--- config.mk ---
export PLATFORM = sky130hd
export DESIGN_NAME = pwa_fifo
export DESIGN_NICKNAME = d
export VERILOG_FILES = /design/src/sv/projective_warp_address_assert.svh /design/src/sv/pwa_pkg.sv /design/src/sv/pwa_fifo.sv
export SDC_FILE = /design/constraint.sdc
export NUM_CORES = 1
export LEC_CHECK = 0
export BUFFER_PORTS_ARGS = -buffer_cell sky130_fd_sc_hd__buf_2
export CORE_MARGIN = 4
export CORE_UTILIZATION = 55
export DETAILED_ROUTE_END_ITERATION = 16
export PLACE_DENSITY = 0.77
export SLEW_MARGIN = 30
export SYNTH_ARGS = -nofsm -noshare
export SYNTH_HDL_FRONTEND = slang
export SYNTH_SLANG_ARGS = --single-unit
--- constraint.sdc ---
create_clock -name clk_i -period 4.9 [get_ports clk_i]
set_input_delay 0.49 -clock clk_i [delete_from_list [all_inputs] [get_ports clk_i]]
set_output_delay 0.49 -clock clk_i [all_outputs]
set_load 0.02 [all_outputs]
--- src/sv/projective_warp_address_assert.svh ---
// ----------------------------------------------------------------------------
// Assertion macros for the projective warp address block
// Implication checks sampled on clk_i, disabled in reset.
// ----------------------------------------------------------------------------
`ifndef PROJECTIVE_WARP_ADDRESS_ASSERT_SVH
`define PROJECTIVE_WARP_ADDRESS_ASSERT_SVH

// same-cycle implication
`define PWA_ASSERT_NOW(lbl, ante, cons) \
  lbl: assert property (@(posedge clk_i) disable iff (!rst_ni) (ante) |-> (cons)) \
    else $error("pwa assertion failed");

// next-cycle implication
`define PWA_ASSERT_NXT(lbl, ante, cons) \
  lbl: assert property (@(posedge clk_i) disable iff (!rst_ni) (ante) |=> (cons)) \
    else $error("pwa assertion failed");

`endif

--- src/sv/pwa_pkg.sv ---
// ----------------------------------------------------------------------------
// pwa_pkg
// Shared widths, register indexes and types of the projective warp address.
// ----------------------------------------------------------------------------
package pwa_pkg;
  localparam int CoefW   = 48;
  localparam int FieldW  = 11;
  localparam int IdxW    = 4;
  localparam int ProdW   = CoefW + FieldW + 1;
  localparam int NumW    = ProdW + 2;
  localparam int XW      = NumW + FieldW;
  localparam int FifoDepth = 4;
  localparam int SrcRowsDef = 512;
  localparam int SrcColsDef = 512;
  localparam logic [CoefW-1:0] OneQ24 = CoefW'(64'd16777216);

  localparam logic [IdxW-1:0] RegURow = 4'd0;
  localparam logic [IdxW-1:0] RegUCol = 4'd1;
  localparam logic [IdxW-1:0] RegUOff = 4'd2;
  localparam logic [IdxW-1:0] RegVRow = 4'd3;
  localparam logic [IdxW-1:0] RegVCol = 4'd4;
  localparam logic [IdxW-1:0] RegVOff = 4'd5;
  localparam logic [IdxW-1:0] RegWRow = 4'd6;
  localparam logic [IdxW-1:0] RegWCol = 4'd7;

  typedef struct packed {
    logic signed [CoefW-1:0] u_row_gain;
    logic signed [CoefW-1:0] u_col_gain;
    logic signed [CoefW-1:0] u_offset;
    logic signed [CoefW-1:0] v_row_gain;
    logic signed [CoefW-1:0] v_col_gain;
    logic signed [CoefW-1:0] v_offset;
    logic signed [CoefW-1:0] w_row_gain;
    logic signed [CoefW-1:0] w_col_gain;
  } pwa_coef_t;

  typedef struct packed {
    logic signed [NumW-1:0] u;
    logic signed [NumW-1:0] v;
    logic signed [NumW-1:0] w;
  } pwa_num_t;
endpackage

--- src/sv/pwa_fifo.sv ---
// ----------------------------------------------------------------------------
// pwa_fifo
// Short queue between the front and back sections.
// ----------------------------------------------------------------------------
module pwa_fifo #(
  parameter int Width = 8,
  parameter int Depth = pwa_pkg::FifoDepth
) (
  input  logic             clk_i,
  input  logic             rst_ni,
  input  logic             push_i,
  input  logic [Width-1:0] data_i,
  output logic             full_o,
  input  logic             pop_i,
  output logic             empty_o,
  output logic [Width-1:0] data_o
);
  localparam int PW = (Depth > 1) ? $clog2(Depth) : 1;
  localparam int CW = $clog2(Depth + 1);

  logic [Width-1:0] mem_q [Depth];
  logic [PW-1:0] wp_q, rp_q;
  logic [CW-1:0] cnt_q;
  logic do_push, do_pop;

  assign full_o  = cnt_q == CW'(Depth);
  assign empty_o = cnt_q == '0;
  assign do_push = push_i && !full_o;
  assign do_pop  = pop_i && !empty_o;
  assign data_o  = mem_q[rp_q];

  always_ff @(posedge clk_i or negedge rst_ni) begin
    if (!rst_ni) begin
      wp_q <= '0;
      rp_q <= '0;
      cnt_q <= '0;
    end else begin
      if (do_push) wp_q <= (wp_q == PW'(Depth - 1)) ? '0 : wp_q + 1'b1;
      if (do_pop) rp_q <= (rp_q == PW'(Depth - 1)) ? '0 : rp_q + 1'b1;
      cnt_q <= cnt_q + CW'(do_push) - CW'(do_pop);
    end
  end

  always_ff @(posedge clk_i) begin
    if (do_push) mem_q[wp_q] <= data_i;
  end
endmodule

==> results.yml, run 1 <==
worst_hold_path:
  min_delay_worst_type: "in2reg"
  whs_endpoint: "mem_q[0][0]"
  holdCritStartpoint: "data_i[0]"
  hold-path-cell-count: 1
sta:
  final.period_utilization_pct: 46.7
  rsz_0062_raised_after_global_routing: "false"
  finalWorstPathRequiredPeriod_ns: 2.29
  final_max_slew_viol_count: 0
  setup_viol_count_final: 0
  worstMarginPinSlew_ns: 0.572
  slew_headroom_pct: 61.9
  clock_skew_ns: 0.0114
  final.hold.worst_slack_ns: 0.362
  timing_hold_violations_final: 0
  setup_tns_ns: 0
  max_freq_mhz: 437
clock_network:
  htree_levels: 2
  clock_pin_transition_on_the_worst_setup_and_hold_timing_paths_ns: 0.11
  clock_tree_from_tritoncts: "done"
  clock_sinks: 39
  worst_skew_pair_later_pin_latency_ns: 0.33
  ctsLongestPathBuffers: 2
  tritoncts.num_buffers: 5
  clock-root-buffer: "clkbuf_4"
floorplanning:
  die_w_um: 62.0
  core-area_um2: 2780
  placement_rows: 19
  ios: 22
  die_h_um: 62.0
  floorplan.initialDensity_pct: 57.6
  die_area_um2: 3840
drt:
  routedWlPerCell_um: 16.6
  vias: 762
  average_via_count_per_standard_cell: 5.48
  route.antenna.remaining_nets: 0
  wl_um: 2310
  post-route-drc-count: 0
  drtIter0Drc: 21
  drt_first_pass_iters: 4
setup_path:
  r2r_start: "cnt_q[1]"
  critical_path.reg2reg.endpoint: "cnt_q[2]"
  data_arrival_critical_path_ns: 1.80
  endpoint_kind: "output pin"
  worst_path_fanout_max: 11
  critPathKind: "reg2out"
  critical_path_required_ns: 4.41
  worst-r2r-setup-slack_ns: 2.75
  r2r.worst_path.cells: 9
  start_kind: "flip-flop"
finish:
  drive_gt1_share_pct: 38.0
  post-route-util_pct: 64.5
  n_fill_cell: 200
  post-route-cell-area_um2: 1790
  layout.cells.most_common: "edfxtp_1"
  synthToLayoutAreaGrowth_pct: 11.9
  n_antenna_cell: 0
  layout_common_cells: "edfxtp_1 (32), buf_2 (21), mux4_2 (8)"
  design.final.nets: 128
global_routing:
  global_route_wire_length_before_repair_um: 3800
  antenna_violations_before_repair: 0
  grt_use_met2_pct: 23.7
  grtUsageMet3_pct: 5.99
  globalRoute.totalOverflow: 0
  grt.met1_usage_pct: 17.2
  first_global_vias: 805
  grt.busiest_layer: "met2"
  grt_start_max_net_pins: 12
  groute.usage.overall_pct: 14.9
yosys:
  synth.mux.area_fraction_pct: 13.6
  postSynthAreaPerCell_um2: 19.8
  synth_sequential_area_ratio_pct: 70.9
  synth-warning-count: 0
  syn-instance-count: 81
  post_synth_and_or_nand_nor_area_fraction_pct: 5.15
  yosys-top-cells-area: "edfxtp_1 (60%), mux4_2 (11%), dfrtp_1 (11%)"
  dominant_combinational_cell_family_by_area_after_synthesis: "multiplexers"
  synth.distinct_cells: 19
  synthAdderAreaFrac_pct: 6.71
  ys_ff_latch: 39
  synth_top_area_share_pct: 60.0
  syn-num-nets: 101
  synthesis.area_um2: 1600
  synth_compound_gate_area_share_pct: 0.390
  synthXorXnorAreaFrac_pct: 1.09
  yosys.area.top_type: "edfxtp_1"
run_status:
  result_of_the_run: "complete, no violations"
place:
  port-buffer-count: 21
  gp_congestion: 0.666
  placedInstanceArea_um2: 1740
  hpwlAfterDp_um: 1660
pwr:
  design_power_total_mw: 1.03
  power.density_nw_per_um2: 575
  p_leak_nw: 0.694
  worst_vdd_ir_uv: 507
flow_run:
  drv_cap: 0
## state kept, by name, indices dropped and copies added (netlist names)
signal	flops
mem_q	32
cnt_q	3
rp_q	2
wp_q	2
## layout make-up
class	instances	area, µm²	area share (%)
multi-input combinational	33	432	24.1
clock buffer	5	37.5	2.09
clock inverter	2	8.76	0.488
sequential	39	1140	63.3
tap	31	38.8	2.16
timing repair buffer	22	115	6.42
inverter	7	26.3	1.46
## worst max-delay path by stage
stage                        start  slack [ns]         to
after global routing       rp_q[0]        2.46  data_o[2]
after global placement      push_i        2.78   cnt_q[2]
after CTS                  rp_q[0]        2.54  data_o[7]
after floorplan           cnt_q[1]        2.42   cnt_q[2]
final                      rp_q[0]        2.61  data_o[7]
after detailed placement    push_i        2.72   cnt_q[2]
## cells by family after synthesis
group	count (synthesis)
compound gates	1
xor+xnor	2
fa+ha+maj	8
buf+inv	9
flops	39
mux	11
simple gates	11
## worst max-delay path: stages, from the launching register on
cell and delay [ns]:
dfrtp_1 0.72, mux4_2 0.57, buf_2 0.17
## per-stage QoR
| step | cells | worst slack, ns |
|---|---|---|
| floorplan | 81 | 2.42 |
| global placement | 131 | 2.78 |
| detailed placement | 131 | 2.72 |
| CTS | 139 | 2.54 |
| global route | 139 | 2.46 |
| finish | 139 | 2.61 |
## power breakdown
group          switching (mW)  total (mW)  internal (mW)
Combinational           0.185       0.367          0.182
Clock                  0.0948       0.146         0.0509
Sequential             0.0719       0.520          0.448
Total                   0.352        1.03          0.680
## what timing repair did
item | in CTS | in global routing
setup buffers | 0 | 0
endpoints found under the hold margin | 7 | 0
resized for setup | 0 | 0
hold buffers | 1 | 0
## Yosys cell counts
cell type and count:
inv_1 7, nor3_1 1, o22ai_1 1, clkbuf_1 1, mux2_4 1, edfxtp_1 32, nor2b_2 1, buf_2 1
xnor2_1 2, fa_1 1, ha_1 7, nor3b_4 1, nor2_1 2, mux2_2 2, nand2_1 1, and2_1 4
nand2b_4 1, mux4_2 8, dfrtp_1 7
## per-layer routing
layer / wire length [µm] / part of all wire, %
met5: 0 / 0
met4: 24 / 1.0
met1: 913 / 40
met3: 123 / 5.3
met2: 1250 / 54
(Power assumes the default switching activity.)
==> run 2, diff against run 1 <==
- CORE_UTILIZATION: 55 -> 50
- PLACE_DENSITY: 0.77 -> 0.74
- clock period: 4.9 -> 2.1 ns (I/O delays scaled with it)
==> run 2 against run 1 <==
  * Global-route usage fell by 0.23 points
  * Largest power group unchanged
  * Register-to-register slack got worse by 2.7 ns
  * Die area grew 8.7%
  * Worst setup slack worse by 2.5 ns
  * Sequential share of layout area fell by 3.7 points
  * Utilization decreased by 1.9 points
==> results.yml, run 2 (same netlist as run 1, synthesis figures left out) <==
run_status:
  result_of_the_run: "complete, no violations"
floorplanning:
  die_w_um: 64.6
  core-area_um2: 3050
  placement_rows: 20
  die_area_um2: 4180
  floorplan.initialDensity_pct: 52.5
  ios: 22
  die_h_um: 64.6
clock_network:
  clock_tree_from_tritoncts: "done"
  tritoncts.num_buffers: 5
  clock_sinks: 39
  clock-root-buffer: "clkbuf_4"
  htree_levels: 2
  clock_pin_transition_on_the_worst_setup_and_hold_timing_paths_ns: 0.12
  worst_skew_pair_later_pin_latency_ns: 0.35
  ctsLongestPathBuffers: 2
worst_hold_path:
  min_delay_worst_type: "in2reg"
  holdCritStartpoint: "data_i[4]"
  hold-path-cell-count: 1
  whs_endpoint: "mem_q[3][4]"
sta:
  timing_hold_violations_final: 0
  final.hold.worst_slack_ns: 0.0666
  max_freq_mhz: 491
  rsz_0062_raised_after_global_routing: "true"
  final_max_slew_viol_count: 0
  worstMarginPinSlew_ns: 0.463
  finalWorstPathRequiredPeriod_ns: 2.04
  setup_viol_count_final: 0
  final_critical_path_setup_slack_ns: 0.0636
  slew_headroom_pct: 69.2
  clock_skew_ns: 0.00872
  final.period_utilization_pct: 97.0
  setup_tns_ns: 0
finish:
  drive_gt1_share_pct: 50.0
  design.final.nets: 133
  max_flop_register: "mem_q"
  top_regs: "mem_q x32, cnt_q x3"
  n_antenna_cell: 0
  post-route-cell-area_um2: 1910
  layout.cells.most_common: "edfxtp_1"
  post_layout_nonfiller_instances: 158
  largest_register_ffs: 32
  layout_common_cells: "edfxtp_1 (32), buf_2 (21), mux4_2 (8)"
  synthToLayoutAreaGrowth_pct: 19.2
setup_path:
  r2r_start: "cnt_q[0]"
  critPathKind: "reg2reg"
  worst_path_fanout_max: 3
  critical_path_required_ns: 2.34
  r2r.worst_path.cells: 9
  data_arrival_critical_path_ns: 2.27
  worst-r2r-setup-slack_ns: 0.06
  start_kind: "flip-flop"
  critical_path.reg2reg.endpoint: "cnt_q[2]"
  endpoint_kind: "flip-flop"
global_routing:
  globalRoute.totalOverflow: 0
  global_route_wire_length_before_repair_um: 4340
  grt_start_max_net_pins: 13
  antenna_violations_before_repair: 0
  first_global_vias: 882
  groute.usage.overall_pct: 14.7
place:
  placedInstanceArea_um2: 1780
  port-buffer-count: 21
  gp_congestion: 0.662
  placed_cells_incl_taps: 145
  detailedPlace.worstSlack_ns: 0.0540
  hpwlAfterDp_um: 1730
drt:
  wl_um: 2560
  drt_first_pass_iters: 4
  vias: 777
  drtIter0Drc: 28
  routedWlPerCell_um: 16.2
  post-route-drc-count: 0
  route.antenna.remaining_nets: 0
  average_via_count_per_standard_cell: 4.92
pwr:
  power.density_nw_per_um2: 1380
  p_leak_nw: 0.728
  worst_vdd_ir_uv: 675
flow_run:
  drv_cap: 0
[run 2: changes by cell type in the layout (fill, tap and decap cells not counted), sizes merged]
| cell | delta |
|---|---|
| buf | +5 |
| clkinv | -1 |
| clkbuf | +2 |
[run 2: worst max path at each step]
| stage | startpoint | to | slack [ns] |
|---|---|---|---|
| 2_1_floorplan | cnt_q[0] | cnt_q[2] | -0.02 |
| 3_3_place_gp | cnt_q[0] | cnt_q[2] | 0.12 |
| 3_5_place_dp | cnt_q[0] | cnt_q[2] | 0.05 |
| 4_1_cts | cnt_q[0] | cnt_q[2] | 0.02 |
| 5_1_grt | cnt_q[0] | cnt_q[2] | -0.07 |
| 6_report | cnt_q[0] | cnt_q[2] | 0.06 |
[run 2: metal layers]
metal  global-route usage (%)  wire (µm)  up-vias
met3                     6.59        143        5
li1                         -          -      369
met4                     4.75         38        0
met1                     16.6        981      387
met2                     24.7       1400       16
met5                        0          0        -
[run 2: layout make-up]
class	count	area, µm²
clock buffers	7	55.1
well taps	44	55.1
multi-input cells	33	478
repair buffers	27	153
inverters	7	26.3
flip-flops and latches	39	1140
fillers	248	1140
clock inverters	1	5.00
[run 2: critical path, stage by stage (launching register included)]
cell,delay (ns)
dfrtp_2,0.46
nor3_4,0.20
nand2b_4,0.15
inv_2,0.04
ha_4,0.25
inv_2,0.04
ha_4,0.15
fa_2,0.36
xnor2_2,0.15
xnor2_1,0.13
[run 2: power by group]
| part | switching (mW) | internal (mW) | leakage [nW] |
|---|---|---|---|
| Sequential | 0.189 | 1.05 | 0.374 |
| Combinational | 0.484 | 0.514 | 0.319 |
| Clock | 0.235 | 0.162 | 0.0353 |
[run 2: stage by stage]
stage	util [%]	power, mW
5_1_grt	62.6	2.84
2_1_floorplan	-	1.89
4_1_cts	60.5	2.56
6_report	62.6	2.63
3_3_place_gp	58.2	2.11
3_5_place_dp	58.2	2.17
[run 2: timing repair]
action / in CTS / in global routing
resized for setup: 1 / 8
pin swaps: 0 / 5
setup buffers: 0 / 4
hold buffers: 1 / 0
cloned: 0 / 0
endpoints found under the hold margin: 7 / 0
setup endpoints to repair: 4 / 1
